## config.mk

```make
export PLATFORM = sky130hd
export DESIGN_NAME = serial_frame_checker_crc16_unit
export DESIGN_NICKNAME = d
export VERILOG_FILES = /design/src/design/sfc_pkg.sv /design/src/design/sfc_frame_ctl.sv /design/src/design/serial_frame_checker_crc16_unit.sv
export SDC_FILE = /design/constraint.sdc
export NUM_CORES = 1
export LEC_CHECK = 0
export ABC_AREA = 0
export CAP_MARGIN = 20
export CORE_UTILIZATION = 25
export CTS_CLUSTER_DIAMETER = 120
export CTS_CLUSTER_SIZE = 12
export DETAILED_ROUTE_END_ITERATION = 10
export DONT_BUFFER_PORTS = 1
export PLACE_DENSITY_LB_ADDON = 0.15
export SLEW_MARGIN = 20
export SYNTH_ARGS = -nofsm -noshare
export SYNTH_HDL_FRONTEND = slang
export SYNTH_HIERARCHICAL = 1
export SYNTH_SLANG_ARGS = --single-unit
```

## constraint.sdc

```tcl
create_clock -name clk -period 9.98 [get_ports clk]
set_input_delay 0.499 -clock clk [delete_from_list [all_inputs] [get_ports clk]]
set_output_delay 0.499 -clock clk [all_outputs]
set_load 0.01 [all_outputs]
```

## src/design/sfc_pkg.sv

```systemverilog
// sfc_pkg: shared types, constants and the CRC-16 byte update of the frame checker.
// No dependencies; imported by sfc_frame_ctl and serial_frame_checker_crc16_unit.
package sfc_pkg;

  localparam logic [15:0] CRC_POLY_REFLECTED = 16'hA001;
  localparam logic [7:0]  MIN_FRAME_COUNT    = 8'd6;

  typedef enum logic [1:0] {
    STATUS_OK         = 2'd0,
    STATUS_ERROR      = 2'd1,
    STATUS_UNEXPECTED = 2'd2
  } status_t;

  typedef enum logic [1:0] {
    ST_IDLE  = 2'b01,
    ST_FRAME = 2'b10
  } frame_state_t;

  typedef struct packed {
    logic [7:0] rx_byte;
    logic       frame_start;
  } in_item_t;

  typedef struct packed {
    status_t    frame_status;
    logic [7:0] frame_type;
  } out_item_t;

  // One byte of the reflected CRC-16, LSB first.
  function automatic logic [15:0] crc16_byte(input logic [15:0] crc,
                                             input logic [7:0]  data);
    logic [15:0] c;
    c = crc ^ {8'h00, data};
    for (int k = 0; k < 8; k++) begin
      if (c[0]) begin
        c = (c >> 1) ^ CRC_POLY_REFLECTED;
      end else begin
        c = c >> 1;
      end
    end
    return c;
  endfunction

endpackage

```

## src/design/sfc_frame_ctl.sv

```systemverilog
// sfc_frame_ctl: frame tracking state, running CRC and the end-of-frame verdict.
// Depends on sfc_pkg (item types, status codes, crc16_byte).
module sfc_frame_ctl
  import sfc_pkg::*;
(
  input  logic       clk,
  input  logic       rst,
  input  logic       advance,
  input  in_item_t   item,
  input  logic [7:0] expected_type,
  output logic       res_valid,
  output out_item_t  res
);

  frame_state_t state, state_next;
  logic [8:0]   byte_count, byte_count_next;
  logic [7:0]   frame_length, frame_length_next;
  logic [7:0]   type_seen, type_seen_next;
  logic [15:0]  crc_accum, crc_accum_next;

  logic [15:0] crc_upd;
  logic [7:0]  type_now;
  logic        done;

  assign crc_upd  = crc16_byte(item.frame_start ? 16'h0000 : crc_accum, item.rx_byte);
  assign type_now = (byte_count == 9'd1) ? item.rx_byte : type_seen;
  assign done     = (byte_count + 9'd1) >= ({1'b0, frame_length} + 9'd1);

  always_comb begin
    state_next        = state;
    byte_count_next   = byte_count;
    frame_length_next = frame_length;
    type_seen_next    = type_seen;
    crc_accum_next    = crc_accum;
    res_valid         = 1'b0;
    res.frame_status  = STATUS_OK;
    res.frame_type    = 8'h00;
    if (item.frame_start) begin
      // New count byte: drop any frame in progress.
      frame_length_next = item.rx_byte;
      type_seen_next    = 8'h00;
      if (item.rx_byte < MIN_FRAME_COUNT) begin
        state_next       = ST_IDLE;
        byte_count_next  = 9'd0;
        crc_accum_next   = 16'h0000;
        res_valid        = 1'b1;
        res.frame_status = STATUS_ERROR;
      end else begin
        state_next      = ST_FRAME;
        byte_count_next = 9'd1;
        crc_accum_next  = crc_upd;
      end
    end else begin
      case (state)
        ST_FRAME: begin
          crc_accum_next  = crc_upd;
          type_seen_next  = type_now;
          byte_count_next = byte_count + 9'd1;
          if (done) begin
            state_next     = ST_IDLE;
            res_valid      = 1'b1;
            res.frame_type = type_now;
            if (type_now != expected_type) begin
              res.frame_status = STATUS_UNEXPECTED;
            end else if (crc_upd != 16'h0000) begin
              res.frame_status = STATUS_ERROR;
            end else begin
              res.frame_status = STATUS_OK;
            end
          end
        end
        default: begin
          // Idle: ignore bytes outside a frame.
        end
      endcase
    end
  end

  always_ff @(posedge clk) begin
    if (rst) begin
      state        <= ST_IDLE;
      byte_count   <= 9'd0;
      frame_length <= 8'h00;
      type_seen    <= 8'h00;
      crc_accum    <= 16'h0000;
    end else if (advance) begin
      state        <= state_next;
      byte_count   <= byte_count_next;
      frame_length <= frame_length_next;
      type_seen    <= type_seen_next;
      crc_accum    <= crc_accum_next;
    end
  end

endmodule

```

## src/design/serial_frame_checker_crc16_unit.sv

```systemverilog
// serial_frame_checker_crc16_unit: top level of the CRC-16 serial frame checker.
// Depends on sfc_pkg and sfc_frame_ctl.
//
//   channel | direction | handshake             | payload
//   --------+-----------+-----------------------+---------------------------------
//   in      | input     | in_valid / in_ready   | in_data  (rx_byte, frame_start)
//   out     | output    | out_valid / out_ready | out_data (frame_status, frame_type)
//   cfg     | input     | cfg_valid / cfg_ready | cfg_data (expected_type)
//
// One byte per cycle sustained while the output is not stalled: a byte is held
// in the input register, the frame logic and the byte-wide CRC update run on it
// combinationally, and its result is captured in the output register on advance.
// Reset (rst, synchronous) empties both registers, returns the frame logic to
// idle and clears expected_type. A stalled output holds the byte in the input
// register only when it must; bytes that give no result never wait. The
// configuration port is always ready.
module serial_frame_checker_crc16_unit
  import sfc_pkg::*;
(
  input  logic       clk,
  input  logic       rst,
  input  logic       in_valid,
  output logic       in_ready,
  input  in_item_t   in_data,
  output logic       out_valid,
  input  logic       out_ready,
  output out_item_t  out_data,
  input  logic       cfg_valid,
  output logic       cfg_ready,
  input  logic [7:0] cfg_data
);

  logic [7:0] expected_type;

  // Input register.
  logic      in_q_valid;
  in_item_t  in_q;

  // Frame logic results for the byte in the input register.
  logic      res_valid;
  out_item_t res;

  logic      out_free;
  logic      advance;

  // Advance the held byte unless it carries a result and the output is full.
  assign out_free = !out_valid || out_ready;
  assign advance  = in_q_valid && (out_free || !res_valid);
  assign in_ready = !in_q_valid || advance;
  assign cfg_ready = 1'b1;

  always_ff @(posedge clk) begin
    if (rst) begin
      expected_type <= 8'h00;
    end else if (cfg_valid && cfg_ready) begin
      expected_type <= cfg_data;
    end
  end

  // Load a new transaction whenever the input register frees up.
  always_ff @(posedge clk) begin
    if (rst) begin
      in_q_valid <= 1'b0;
    end else if (in_ready) begin
      in_q_valid <= in_valid;
    end
  end

  always_ff @(posedge clk) begin
    if (in_ready && in_valid) begin
      in_q <= in_data;
    end
  end

  sfc_frame_ctl u_frame_ctl (
    .clk           (clk),
    .rst           (rst),
    .advance       (advance),
    .item          (in_q),
    .expected_type (expected_type),
    .res_valid     (res_valid),
    .res           (res)
  );

  // Output register: drop the result once taken, capture a new one on advance.
  always_ff @(posedge clk) begin
    if (rst) begin
      out_valid <= 1'b0;
    end else if (advance && res_valid) begin
      out_valid <= 1'b1;
    end else if (out_ready) begin
      out_valid <= 1'b0;
    end
  end

  always_ff @(posedge clk) begin
    if (advance && res_valid) begin
      out_data <= res;
    end
  end

  // A result appears only after a byte left the input register.
  a_rose_after_advance: assert property (@(posedge clk) disable iff (rst)
    $rose(out_valid) |-> $past(advance))
    else $error("result appeared without an advancing byte");

  // A short count byte reports a packet error with type zero on the next cycle.
  a_short_frame: assert property (@(posedge clk) disable iff (rst)
    (advance && in_q.frame_start && (in_q.rx_byte < MIN_FRAME_COUNT)) |=>
      (out_valid && (out_data.frame_status == STATUS_ERROR) &&
       (out_data.frame_type == 8'h00)))
    else $error("short frame not reported");

  // Backpressure on the input only while a byte is held.
  a_ready_when_empty: assert property (@(posedge clk) disable iff (rst)
    !in_ready |-> in_q_valid)
    else $error("input stalled with empty input register");

endmodule

```

Word level (Yosys, flattened, before mapping)
Cells that the tools add are included.
- bits of input ports: 22
- bits in registers: 72
- multiplexer cells: 34
- bitwise operators: 11
- equal/unequal tests: 3
- order comparisons: 2
- add/subtract/negate cells: 2
- reduce and logical (&&, ||, !) cells: 17
- operator list (kind ; number):
    16-bit 2-to-1 mux ; 12
    8-bit 2-to-1 mux ; 3
    2-bit inverter with 3-bit output ; 8
    10-bit 2-to-1 mux ; 2
    9-bit 2-to-1 mux ; 2
    16-bit nonzero test ; 1
    16-bit by 8-bit bitwise XOR with 16-bit output ; 1
    2-bit 2-to-1 mux ; 6
    8-bit by 1-bit adder with 9-bit output, second input constant ; 1
    9-bit by 1-bit adder with 9-bit output, second input constant ; 1
    9-bit by 1-bit == test with 1-bit output, second input constant ; 1
    9-bit >= comparator ; 1
    1-bit 2-to-1 mux ; 9
    8-bit by 3-bit < comparator with 1-bit output, second input constant ; 1
    8-bit inequality test ; 1
    2-bit nonzero test ; 3
    2-bit AND reduction ; 2
    1-bit logical AND ; 3
    1-bit logical NOT ; 3
    1-bit logical OR ; 3
    3-bit AND reduction ; 1
    3-bit OR reduction ; 1
    2-bit == test, second input constant ; 1
    1-bit inverter ; 2

Longest topological paths before layout
Gate-level depths: netlist of the first run.
- word-level depth: 24
- mapped depth: 20
- gate-level depth less buffers: 18

Cells and area by module
Netlist of the first run, hierarchy kept.
- by module, submodules not included (module ; cells each ; area each (um^2) ; instances):
    sfc_frame_ctl ; 347 ; 2765.2 ; 1
    serial_frame_checker_crc16_unit ; 59 ; 979.7 ; 1

Least setup slack after synthesis of the first run
No wires, ideal clock.
- path type: register to register
- from: reg u_frame_ctl.byte_count[0]
- to: reg u_frame_ctl.type_seen[6]
- cell stages (with the launch flop): 20
- period minus slack after synthesis: 3905 ps
- required time: 9915 ps
- slack: 6075 ps
- arrival: 3840 ps
- library setup time: 65 ps
- cells stage by stage: dfxtp_1 > ha_1 > nand2_1 > nor2_1 > nand2_1 > xnor2_1 > ha_1 > a2111oi_0 > o21ai_1 > a221oi_1 > or3_1 > clkbuf_1 > nand2_1 > a21boi_1 > nand2_1 > or2_2 > clkbuf_1 > nor2_1 > a22oi_1 > nor2_1
- word-level cells in the longest chain between the ends: 9
- RTL lines (item ; RTL line ; text):
    start: declaration ; sfc_frame_ctl.sv:16 ; logic [8:0] byte_count, byte_count_next;
    start signal: assignment ; sfc_frame_ctl.sv:88 ; byte_count <= byte_count_next;
    9-bit by 1-bit adder with 9-bit output ; sfc_frame_ctl.sv:27 ; assign done = (byte_count + 9'd1) >= ({1'b0, frame_length} + 9'd1);
    9-bit >= comparator ; sfc_frame_ctl.sv:27 ;
    1-bit 2-to-1 mux ; sfc_frame_ctl.sv:59 ; if (done) begin
    1-bit 2-to-1 mux ; sfc_frame_ctl.sv:54 ; case (state)
    1-bit 2-to-1 mux ; sfc_frame_ctl.sv:38 ; if (item.frame_start) begin
    via res_valid ; serial_frame_checker_crc16_unit.sv:40 ; logic res_valid;
    1-bit logical NOT ; serial_frame_checker_crc16_unit.sv:48 ; assign advance = in_q_valid && (out_free || !res_valid);
    1-bit logical OR ; serial_frame_checker_crc16_unit.sv:48 ;
    1-bit logical AND ; serial_frame_checker_crc16_unit.sv:48 ;
    via advance ; serial_frame_checker_crc16_unit.sv:44 ; logic advance;
    2-bit AND reduction (no line) ; -- ;
    end signal: assignment ; sfc_frame_ctl.sv:90 ; type_seen <= type_seen_next;
    end: declaration ; sfc_frame_ctl.sv:18 ; logic [7:0] type_seen, type_seen_next;
The timed path passes the listed nets, and every way through them passes these cells. The select of a mux whose other input is x is not followed.
A chain may end at the register's enable or synchronous reset.

Final worst setup path of the first run
- from: reg u_frame_ctl.byte_count[0]
- to: reg u_frame_ctl.type_seen[4]
Same word-level chain as after synthesis.

==> results of run 1 <==
## how the worst max path moves through the flow
stage          cells past startpoint                  endpoint  slack (ps)
6_report                          18  u_frame_ctl/type_seen[4]        5400
3_3_place_gp                      18  u_frame_ctl/type_seen[6]        5150
5_1_grt                           18  u_frame_ctl/type_seen[2]        4690
3_5_place_dp                      18  u_frame_ctl/type_seen[4]        4980
2_1_floorplan                     19  u_frame_ctl/type_seen[6]        6070
4_1_cts                           18  u_frame_ctl/type_seen[4]        4970
## cell type report
type | instances | area, µm² | area share
multi-input combinational | 302 | 1970 | 0.471
sequential | 72 | 1630 | 0.391
clock buffer | 11 | 253 | 0.0605
tap | 184 | 230 | 0.0551
clock inverter | 5 | 55.1 | 0.0132
inverter | 7 | 26.3 | 0.00629
timing repair buffer | 2 | 15.0 | 0.00359
## power groups by stage
| stage | logic (µW) | clock network [µW] | registers, µW |
|---|---|---|---|
| after floorplan | 70.9 | 0 | 322 |
| after global placement | 77.9 | 0 | 331 |
| after detailed placement | 77.7 | 0 | 330 |
| after CTS | 78.4 | 336 | 324 |
| after global routing | 86.5 | 351 | 325 |
| final | 77.6 | 326 | 324 |
## routing by layer
layer | GRT usage | wire length, µm | up-vias
li1 | - | - | 1368
met1 | 0.139 | 4010 | 1266
met2 | 0.200 | 4220 | 45
met3 | 0.0455 | 414 | 11
met4 | 0.0468 | 164 | 0
met5 | 0 | 0 | -
## kinds of logic after synthesis
group	Yosys count
XOR/XNOR	49
AND/OR/NAND/NOR	158
buffers and inverters	32
AO/OA/AOI/OAI	65
multiplexers	16
adder cells (fa/ha/maj)	13
other	1
flip-flops	72
## sequential cells by signal, indices dropped and copies added (netlist names)
name,count
in_q_valid,1
out_valid,1
u_frame_ctl/frame_length,8
u_frame_ctl/crc_accum,16
in_q,9
u_frame_ctl/byte_count,9
u_frame_ctl/type_seen,8
expected_type,8
u_frame_ctl/state,2
out_data,10
## metrics by stage
step | setup WS, ps | std cells | util | hold WS [ps]
floorplan | 6070 | 406 | - | 445
global placement | 5150 | 567 | 0.265 | 452
detailed placement | 4980 | 567 | 0.265 | 456
CTS | 4970 | 583 | 0.286 | 219
global route | 4690 | 583 | 0.286 | 215
finish | 5400 | 583 | 0.286 | 230
## placed cells by master, fill, tap and decap left out, types with 8 or more instances in the layout
master	n
mux2i_1	16
nand2_1	44
a21oi_1	27
clkbuf_16	9
dfxtp_1	53
nand3_1	8
ha_1	13
a22oi_1	17
nor2_1	65
edfxtp_1	19
xnor2_1	41
==> metrics, run 1 <==
Final min period=4580 ps; total core area=14600 µm²; cell mode on critical path=nand2_1; largest net degree at the start of global routing=55; Reg clk slew, reported paths=60 ps; clk_skew=6.59 ps; largest family of logic cells by synthesized area=simple AND/OR/NAND/NOR gates; top cell type by total area after synthesis=dfxtp_1; Yosys cell types=52; routed len/inst=15.1 µm; hold worst-path end=expected_type[4]; P per Cell Area=174 nW/µm²; Power Total=728 µW; worst flop-to-flop path endpoint=u_frame_ctl/type_seen[4]; sequential power share=0.445; CP max stage delay=560 ps; post-synthesis compound-gate area fraction=0.113; sw frac=0.242; CP Max Fanout=13; Reg2Reg Depth=18; CP top delay family=simple AND/OR/NAND/NOR gates; adder-cell share of the synthesized area=0.0434; grt total ovfl=0; reg-to-reg setup timing slack=5400 ps; RSZ-0062 raised after global routing=false; count leader, synth=nor2_1; Pint=551 µW; Synth Flop Type=dfxtp_1; initial DRC count=93; final net count=429; CTS tree=done; die width=124 µm; FF-to-FF Start=u_frame_ctl/byte_count[0]; DRT antenna net count=0; Yosys Warn Count=6; Crit. Startpoint=u_frame_ctl/byte_count[0]; Syn Inst Count=406; cts hold-fix bufs=0; share of post-route cells with drive strength above 1=0.0777; synthesis-stage register bit count=72; CP bufs+invs=0; max_cap viols=0; combinational share of power=0.107; slew margin rel.=0.434; die height=124 µm; final wirelength=8.80 mm; PortBufs=0; cts repair resizes=0; min-delay worst type=in2reg; Clock Power Share=0.448; Final Cell Area=4180 µm²; fmax=218 MHz; DRC viols=0; CP endpoint kind=flip-flop; Post-Synth Simple-Gate Area=0.208; Area Growth Syn to Fin=11.6%; min-delay src=rst; xor/xnor share of the synthesized area=0.117; Slew Limit Fails=0; routability cong.=0.778; vias per cell=4.61; mux cell area share after synthesis=0.0428; TritonRoute pass-1 iters=4; number of synthesized flops with an enable pin=19; H-tree depth=3; hold path cells=1; top cell type's share of synthesized area=0.283; root buf cell=clkbuf_16; P_leak=0.00146 µW; DR vias=2690; Worst EP arrival=4850 ps; vias in the first global route=2798; first-pass GRT wire length=14.3 mm; Worst path slowest cell=nor2_2; outcome=finished clean; DIE AREA=15500 µm²; type of origin of the critical path=flip-flop; sequential element share of the synthesized area=0.436; Fill cells=1542; clk_lat worst skew=340 ps; WS Path Type=reg2reg; final hold vios=0; Psw=176 µW; clock buffer depth=2; Synth Cell Area=3740 µm²; Peak VDD IR=0.146 mV; clk sink count=72; syn nets=441; Final period util=0.459; initial core utilization=0.257; Placed Area=3870 µm²; CP required=10250 ps; Commonest cells post-synth=nor2_1 (66), dfxtp_1 (53), nand2_1 (44), xnor2_1 (41), a21oi_1 (27); ranking of synthesized cells by area=dfxtp_1 (28%), edfxtp_1 (15%), xnor2_1 (9.6%); Setup TNS=0 ps; crit path cell chain=ha_1 -> nand2_1 -> nor2_1 -> nand2_1 -> xnor2_1 -> ha_1 -> a2111oi_0 -> o21ai_1 -> a221oi_1 -> or3_1 -> nand2_1 -> a21boi_1 -> nand2_1 -> nor2_2 -> nand2_1 -> nand2_1 -> a22oi_1 -> nor2_1; row count=44; hpwl dp=6.33 mm; overall routing resource usage=0.120; setup bufs post-CTS=0; Mean Syn Cell Area=9.22 µm²; Synth async-reset ratio=0; CTS Buf Count=9; initial antenna violation count=0; # diodes=0; num ports=35; # setup viols final=0; Least-Margin Pin Slew=846 ps
Note: power is estimated with default switching activity, not from simulation.
==> inputs of run 2 (changes only) <==
--- a/config.mk
+++ b/config.mk
@@ -5,7 +5,7 @@
 export SDC_FILE = /design/constraint.sdc
 export NUM_CORES = 1
 export LEC_CHECK = 0
-export ABC_AREA = 0
+export ABC_AREA = 1
 export CAP_MARGIN = 20
 export CORE_UTILIZATION = 25
 export CTS_CLUSTER_DIAMETER = 120
==> constraint.sdc (replaced) <==
create_clock -name clk -period 4.5 [get_ports clk]
set_input_delay 0.225 -clock clk [delete_from_list [all_inputs] [get_ports clk]]
set_output_delay 0.225 -clock clk [all_outputs]
set_load 0.01 [all_outputs]
==> metrics, run 2 <==
PortBufs=0 (unchanged); TritonRoute pass-1 iters=4 (unchanged); CP required=4780 ps (was 10250 ps); P per Cell Area=377 nW/µm² (was 174 nW/µm²); count leader, synth=nand2_1 (was nor2_1); routability cong.=0.832 (was 0.778); initial core utilization=0.255 (was 0.257); H-tree depth=3 (unchanged); final net count=574 (was 429); DR vias=3308 (was 2690); Reg2Reg Depth=24 (was 18); WL met2=4.63 mm (was 4.22 mm); Fill cells=1669 (was 1542); largest register by flop count=u_frame_ctl/crc_accum (unchanged); DRC viols=0 (unchanged); die height=126 µm (was 124 µm); met3 WL=496 µm (was 414 µm); Slew Limit Fails=0 (unchanged); fmax=251 MHz (was 218 MHz); # setup viols final=0 (unchanged); number of synthesized flops with an enable pin=19 (unchanged); # diodes=0 (unchanged); Syn Inst Count=529 (was 406); top cell type by total area after synthesis=dfxtp_1 (unchanged); final wirelength=10.3 mm (was 8.80 mm); WS Path Type=reg2reg (unchanged); initial DRC count=131 (was 93); DRT antenna net count=0 (unchanged); Setup TNS=0 ps (unchanged); Area Growth Syn to Fin=16.4% (was 11.6%); CP Max Fanout=12 (was 13); hold path cells=2 (was 1); type of origin of the critical path=flip-flop (unchanged); die width=126 µm (was 124 µm); pre-CTS WS=570 ps (was 4980 ps); vias per cell=4.52 (was 4.61); outcome=finished clean (unchanged); share of post-route cells with drive strength above 1=0.0827 (was 0.0777); CP endpoint kind=flip-flop (unchanged); DRT met1 WL=4.97 mm (was 4.01 mm); slew margin rel.=0.489 (was 0.434); most frequent cells in the layout=nand2_1 (157), inv_1 (53), dfxtp_1 (53) (was nor2_1 (65), dfxtp_1 (53), nand2_1 (44)); RSZ-0062 raised after global routing=false (unchanged); initial antenna violation count=0 (unchanged); final hold vios=0 (unchanged); ranking of synthesized cells by area=dfxtp_1 (27%), nand2_1 (15%), edfxtp_1 (15%) (was dfxtp_1 (28%), edfxtp_1 (15%), xnor2_1 (9.6%)); Worst path slowest cell=dfxtp_1 (was nor2_2); setup bufs post-CTS=0 (unchanged); synthesis-stage register bit count=72 (unchanged); CP max stage delay=440 ps (was 560 ps); row count=45 (was 44); clk sink count=72 (unchanged); Synth Cell Area=3860 µm² (was 3740 µm²); syn nets=564 (was 441); routed len/inst=14.1 µm (was 15.1 µm); Synth async-reset ratio=0 (unchanged); Worst EP arrival=4260 ps (was 4850 ps); Final period util=0.884 (was 0.459); hpwl dp=7.58 mm (was 6.33 mm); overall routing resource usage=0.142 (was 0.120); number of flip-flops in the largest register=16 (unchanged); commonest non-fill, non-tap cell in the layout=nand2_1 (was nor2_1); vias in the first global route=3288 (was 2798); top flop regs=u_frame_ctl/crc_accum (16), out_data (10) (unchanged); Mean Syn Cell Area=7.31 µm² (was 9.22 µm²); grt total ovfl=0 (unchanged); max_cap viols=0 (unchanged); clk_lat worst skew=350 ps (was 340 ps); Commonest cells post-synth=nand2_1 (157), dfxtp_1 (53), inv_1 (53), a21oi_1 (48), nor2_1 (48) (was nor2_1 (66), dfxtp_1 (53), nand2_1 (44), xnor2_1 (41), a21oi_1 (27)); min-delay worst type=in2reg (unchanged); total core area=15100 µm² (was 14600 µm²); P_leak=0.00186 µW (was 0.00146 µW); Setup WS post-layout=520 ps (was 5400 ps); clk_skew=9.54 ps (was 6.59 ps); num ports=35 (unchanged); Final Cell Area=4500 µm² (was 4180 µm²); CTS tree=done (unchanged); CTS Buf Count=9 (unchanged); Peak VDD IR=0.230 mV (was 0.146 mV); Fin Hold WS=16.3 ps (was 230 ps); Final min period=3980 ps (was 4580 ps); first-pass GRT wire length=17.1 mm (was 14.3 mm); clock buffer depth=2 (unchanged); Reg clk slew, reported paths=60 ps (about the same); Synth Flop Type=dfxtp_1 (unchanged); DIE AREA=16000 µm² (was 15500 µm²); Least-Margin Pin Slew=764 ps (was 846 ps); crit path cell chain=ha_1 -> nand2_1 -> nor2_1 -> nand4_1 -> xor2_1 -> inv_1 -> ha_1 -> nand2_1 -> or2_2 -> and3_1 -> nand3_1 -> nand3_1 -> nand2_1 -> inv_1 -> o21ai_0 -> inv_1 -> nand2_1 -> inv_1 -> nor2_2 -> buf_4 -> inv_1 -> nand2_1 -> nand2_1 -> a21oi_1 (was ha_1 -> nand2_1 -> nor2_1 -> nand2_1 -> xnor2_1 -> ha_1 -> a2111oi_0 -> o21ai_1 -> a221oi_1 -> or3_1 -> nand2_1 -> a21boi_1 -> nand2_1 -> nor2_2 -> nand2_1 -> nand2_1 -> a22oi_1 -> nor2_1); largest net degree at the start of global routing=34 (was 55); Placed Area=4060 µm² (was 3870 µm²); root buf cell=clkbuf_16 (unchanged); DR top layer=met4 (unchanged); sequential element share of the synthesized area=0.422 (was 0.436); Yosys Warn Count=6 (unchanged); Yosys cell types=33 (was 52); cell mode on critical path=nand2_1 (unchanged); top cell type's share of synthesized area=0.275 (was 0.283)
run 2: area by class of cell:
class | instances | area (µm²) | share of cell area
Inverter | 58 | 218 | 0.0484
Sequential cell | 72 | 1630 | 0.363
Tap cell | 188 | 235 | 0.0523
Clock buffer | 10 | 239 | 0.0531
Clock inverter | 6 | 91.3 | 0.0203
Multi-Input combinational cell | 383 | 1940 | 0.430
Timing Repair Buffer | 15 | 148 | 0.0328
run 2: worst max-delay path: cells and delay by family (launching register included):
| family | cells | cell delay, ps |
|---|---|---|
| adders and majority gates | 2 | 530 |
| AOI/OAI and AO/OA | 2 | 270 |
| and+or+nand+nor | 13 | 1780 |
| buffers and inverters | 6 | 730 |
| DFF | 1 | 440 |
| xor gates and xnor gates | 1 | 150 |
run 2: path summary, 6_finish.rpt:
check                                 start                  endpoint  slack, ps
hold reg to reg    u_frame_ctl/crc_accum[8]  u_frame_ctl/crc_accum[8]        470
hold / removal                  cfg_data[5]          expected_type[5]         20
setup reg to reg  u_frame_ctl/byte_count[0]      u_frame_ctl/state[1]        520
setup / recovery  u_frame_ctl/byte_count[0]      u_frame_ctl/state[1]        520
run 2: power breakdown:
group          switching (µW)  internal (µW)
clock network             293            503
registers                25.8            688
logic                     118           66.4
total                     437           1260
run 2: cell families after synthesis:
kind of cell	share of synthesized area
AOI/OAI and AO/OA	0.109
DFF	0.422
xor gates and xnor gates	0.0469
other	0.000970
and+or+nand+nor	0.302
adders and majority gates	0.0421
buffers and inverters	0.0774
run 2: metrics by stage:
| step | power (µW) | utilization | instances |
|---|---|---|---|
| 3_5_place_dp | 902 | 0.268 | 706 |
| 5_1_grt | 1780 | 0.297 | 732 |
| 3_3_place_gp | 901 | 0.268 | 706 |
| 2_1_floorplan | 858 | - | 529 |
| 4_1_cts | 1720 | 0.297 | 732 |
| 6_report | 1690 | 0.297 | 732 |
run 2: timing repair:
item / CTS / global route
setup endpoints to repair: 0 / 0
hold buffers: 10 / 0
gates resized for setup: 0 / 0
hold endpoints to repair: 42 / 0
run 2: per-layer routing:
layer	global-route usage	vias up
met5	0	-
met3	0.0439	16
met2	0.227	61
li1	-	1723
met1	0.180	1508
met4	0.0475	0
==> inputs of run 3 (changes only) <==
==> constraint.sdc (replaced) <==
create_clock -name clk -period 4.14 [get_ports clk]
set_input_delay 0.207 -clock clk [delete_from_list [all_inputs] [get_ports clk]]
set_output_delay 0.207 -clock clk [all_outputs]
set_load 0.01 [all_outputs]
==> metrics, run 3 (same netlist as run 2, synthesis figures left out) <==
outcome=finished clean (unchanged); number of flip-flops in the largest register=16 (unchanged); P_leak=0.00186 µW (about the same); initial core utilization=0.255 (unchanged); most frequent cells in the layout=nand2_1 (157), inv_1 (53), dfxtp_1 (52) (was nand2_1 (157), inv_1 (53), dfxtp_1 (53)); RSZ-0062 raised after global routing=false (unchanged); met3 usage=0.0401 (was 0.0439); Fin Hold WS=19.8 ps (was 16.3 ps); grt peak-use layer=met2 (unchanged); FF-to-FF Start=u_frame_ctl/byte_count[0] (unchanged); clk_lat worst skew=340 ps (was 350 ps); Setup TNS=0 ps (unchanged); row count=45 (unchanged); # setup viols final=0 (unchanged); P per Cell Area=378 nW/µm² (was 377 nW/µm²); met2 usage in global routing=0.230 (was 0.227); min-delay worst type=in2reg (unchanged); type of origin of the critical path=flip-flop (unchanged); TritonRoute pass-1 iters=4 (unchanged); CP endpoint kind=flip-flop (unchanged); grt total ovfl=0 (unchanged); fmax=263 MHz (was 251 MHz); CTS Buf Count=9 (unchanged); sw frac=0.273 (was 0.258); share of post-route cells with drive strength above 1=0.0851 (was 0.0827); Final period util=0.920 (was 0.884); GR Layer Usage met1=0.179 (was 0.180); top flop regs=u_frame_ctl/crc_accum (16), out_data (10) (unchanged); Pint=1240 µW (was 1260 µW); Area Growth Syn to Fin=17.1% (was 16.4%); sequential power share=0.453 (was 0.421); Reg2Reg Depth=23 (was 24); worst flop-to-flop path endpoint=u_frame_ctl/byte_count[0] (was u_frame_ctl/state[1]); vias in the first global route=3250 (was 3288); combinational share of power=0.122 (was 0.109); routed len/inst=13.9 µm (was 14.1 µm); Clock Power Share=0.425 (was 0.470); root buf cell=clkbuf_16 (unchanged); crit path cell chain=ha_1 -> nand2_1 -> nor2_1 -> nand4_1 -> xor2_1 -> inv_1 -> ha_1 -> nand2_1 -> or2_2 -> and3_1 -> nand3_1 -> nand3_1 -> nand2_1 -> inv_1 -> o21ai_0 -> inv_1 -> nand2_1 -> inv_1 -> nor2_2 -> buf_4 -> nor2_1 -> nand2_1 -> a21oi_1 (was ha_1 -> nand2_1 -> nor2_1 -> nand4_1 -> xor2_1 -> inv_1 -> ha_1 -> nand2_1 -> or2_2 -> and3_1 -> nand3_1 -> nand3_1 -> nand2_1 -> inv_1 -> o21ai_0 -> inv_1 -> nand2_1 -> inv_1 -> nor2_2 -> buf_4 -> inv_1 -> nand2_1 -> nand2_1 -> a21oi_1); max_cap viols=0 (unchanged); final hold vios=0 (unchanged); cell mode on critical path=nand2_1 (unchanged); die width=126 µm (unchanged); min-delay src=cfg_data[0] (was cfg_data[5]); WS Path Type=reg2reg (unchanged); Reg clk slew, reported paths=60 ps (about the same); Fill cells=1636 (was 1669); Final min period=3810 ps (was 3980 ps); hpwl dp=7.56 mm (was 7.58 mm); die height=126 µm (unchanged); pre-CTS WS=308 ps (was 570 ps); first-pass GRT wire length=17.0 mm (was 17.1 mm); Worst EP arrival=4040 ps (was 4260 ps); Setup WS post-layout=332 ps (was 520 ps); DR vias=3291 (was 3308); CP max stage delay=390 ps (was 440 ps); CP bufs+invs=5 (was 6); reg-to-reg setup timing slack=330 ps (was 520 ps); setup bufs post-CTS=0 (unchanged); initial antenna violation count=0 (unchanged); hold path cells=2 (unchanged); clk_skew=6.41 ps (was 9.54 ps); final wirelength=10.3 mm (about the same); CP Max Fanout=15 (was 12); largest net degree at the start of global routing=34 (unchanged); total core area=15100 µm² (unchanged); CP top delay family=simple AND/OR/NAND/NOR gates (unchanged); DRC viols=0 (unchanged); CTS tree=done (unchanged); initial DRC count=191 (was 131); clock buffer depth=2 (unchanged); Least-Margin Pin Slew=717 ps (was 764 ps); commonest non-fill, non-tap cell in the layout=nand2_1 (unchanged); clk sink count=72 (unchanged); Slew Limit Fails=0 (unchanged); hold worst-path end=expected_type[0] (was expected_type[5]); PortBufs=0 (unchanged); Peak VDD IR=0.245 mV (was 0.230 mV); num ports=35 (unchanged); routability cong.=0.814 (was 0.832); largest register by flop count=u_frame_ctl/crc_accum (unchanged); overall routing resource usage=0.141 (was 0.142); DIE AREA=16000 µm² (unchanged); Power Total=1710 µW (was 1690 µW); Psw=467 µW (was 437 µW); DRT antenna net count=0 (unchanged); # diodes=0 (unchanged); CP required=4370 ps (was 4780 ps); Worst path slowest cell=dfxtp_2 (was dfxtp_1); final net count=582 (was 574); slew margin rel.=0.520 (was 0.489); vias per cell=4.45 (was 4.52); H-tree depth=3 (unchanged)
## run 3: cell count changes in the layout (fill, tap and decap cells not counted), moves of 2 or more
cell	previous run	this run
buf_4	5	7
bufinv_16	2	0
dlygate4sd3_1	9	15
clkinvlp_4	0	2
## run 3: what timing repair did
action	CTS	global route
setup endpoints to repair	0	15
endpoints found under the hold margin	47	0
gates resized for setup	0	2
hold buffers	16	0
## run 3: layer usage
metal | vias to the layer above | wire length (µm)
met2 | 42 | 4840
met1 | 1506 | 4960
met4 | 0 | 150
li1 | 1736 | -
met3 | 7 | 351
met5 | - | 0
## run 3: stage by stage
stage                     area [µm²]   util  std cells
after floorplan                 3860      -        529
after detailed placement        4070  0.269        708
after global routing            4530  0.299        740
after CTS                       4520  0.298        740
after global placement          4070  0.269        708
final                           4530  0.299        740
## run 3: layout make-up
| class | count | area, µm² | area share |
|---|---|---|---|
| Clock inverter | 5 | 32.5 | 0.00719 |
| Tap cell | 188 | 235 | 0.0520 |
| Inverter | 58 | 218 | 0.0481 |
| Sequential cell | 72 | 1630 | 0.361 |
| Multi-Input combinational cell | 383 | 1940 | 0.429 |
| Clock buffer | 11 | 243 | 0.0536 |
| Timing Repair Buffer | 23 | 223 | 0.0492 |
## run 3: power by group through the flow
stage          Clock [µW]  Combinational (µW)  Sequential, µW
2_1_floorplan           0                 153             779
5_1_grt               780                 239             778
3_5_place_dp            0                 190             791
6_report              728                 209             775
4_1_cts               751                 210             775
3_3_place_gp            0                 191             791
## run 3: worst max-delay path by stage
stage	slack, ps	start	cells past startpoint	end
finish	330	u_frame_ctl/byte_count[0]	23	u_frame_ctl/byte_count[0]
global placement	410	u_frame_ctl/byte_count[0]	23	u_frame_ctl/byte_count[0]
floorplan	470	u_frame_ctl/byte_count[0]	23	u_frame_ctl/crc_accum[13]
CTS	270	u_frame_ctl/byte_count[0]	23	u_frame_ctl/byte_count[0]
global route	10	u_frame_ctl/byte_count[0]	23	u_frame_ctl/byte_count[0]
detailed placement	310	u_frame_ctl/byte_count[0]	23	u_frame_ctl/byte_count[0]
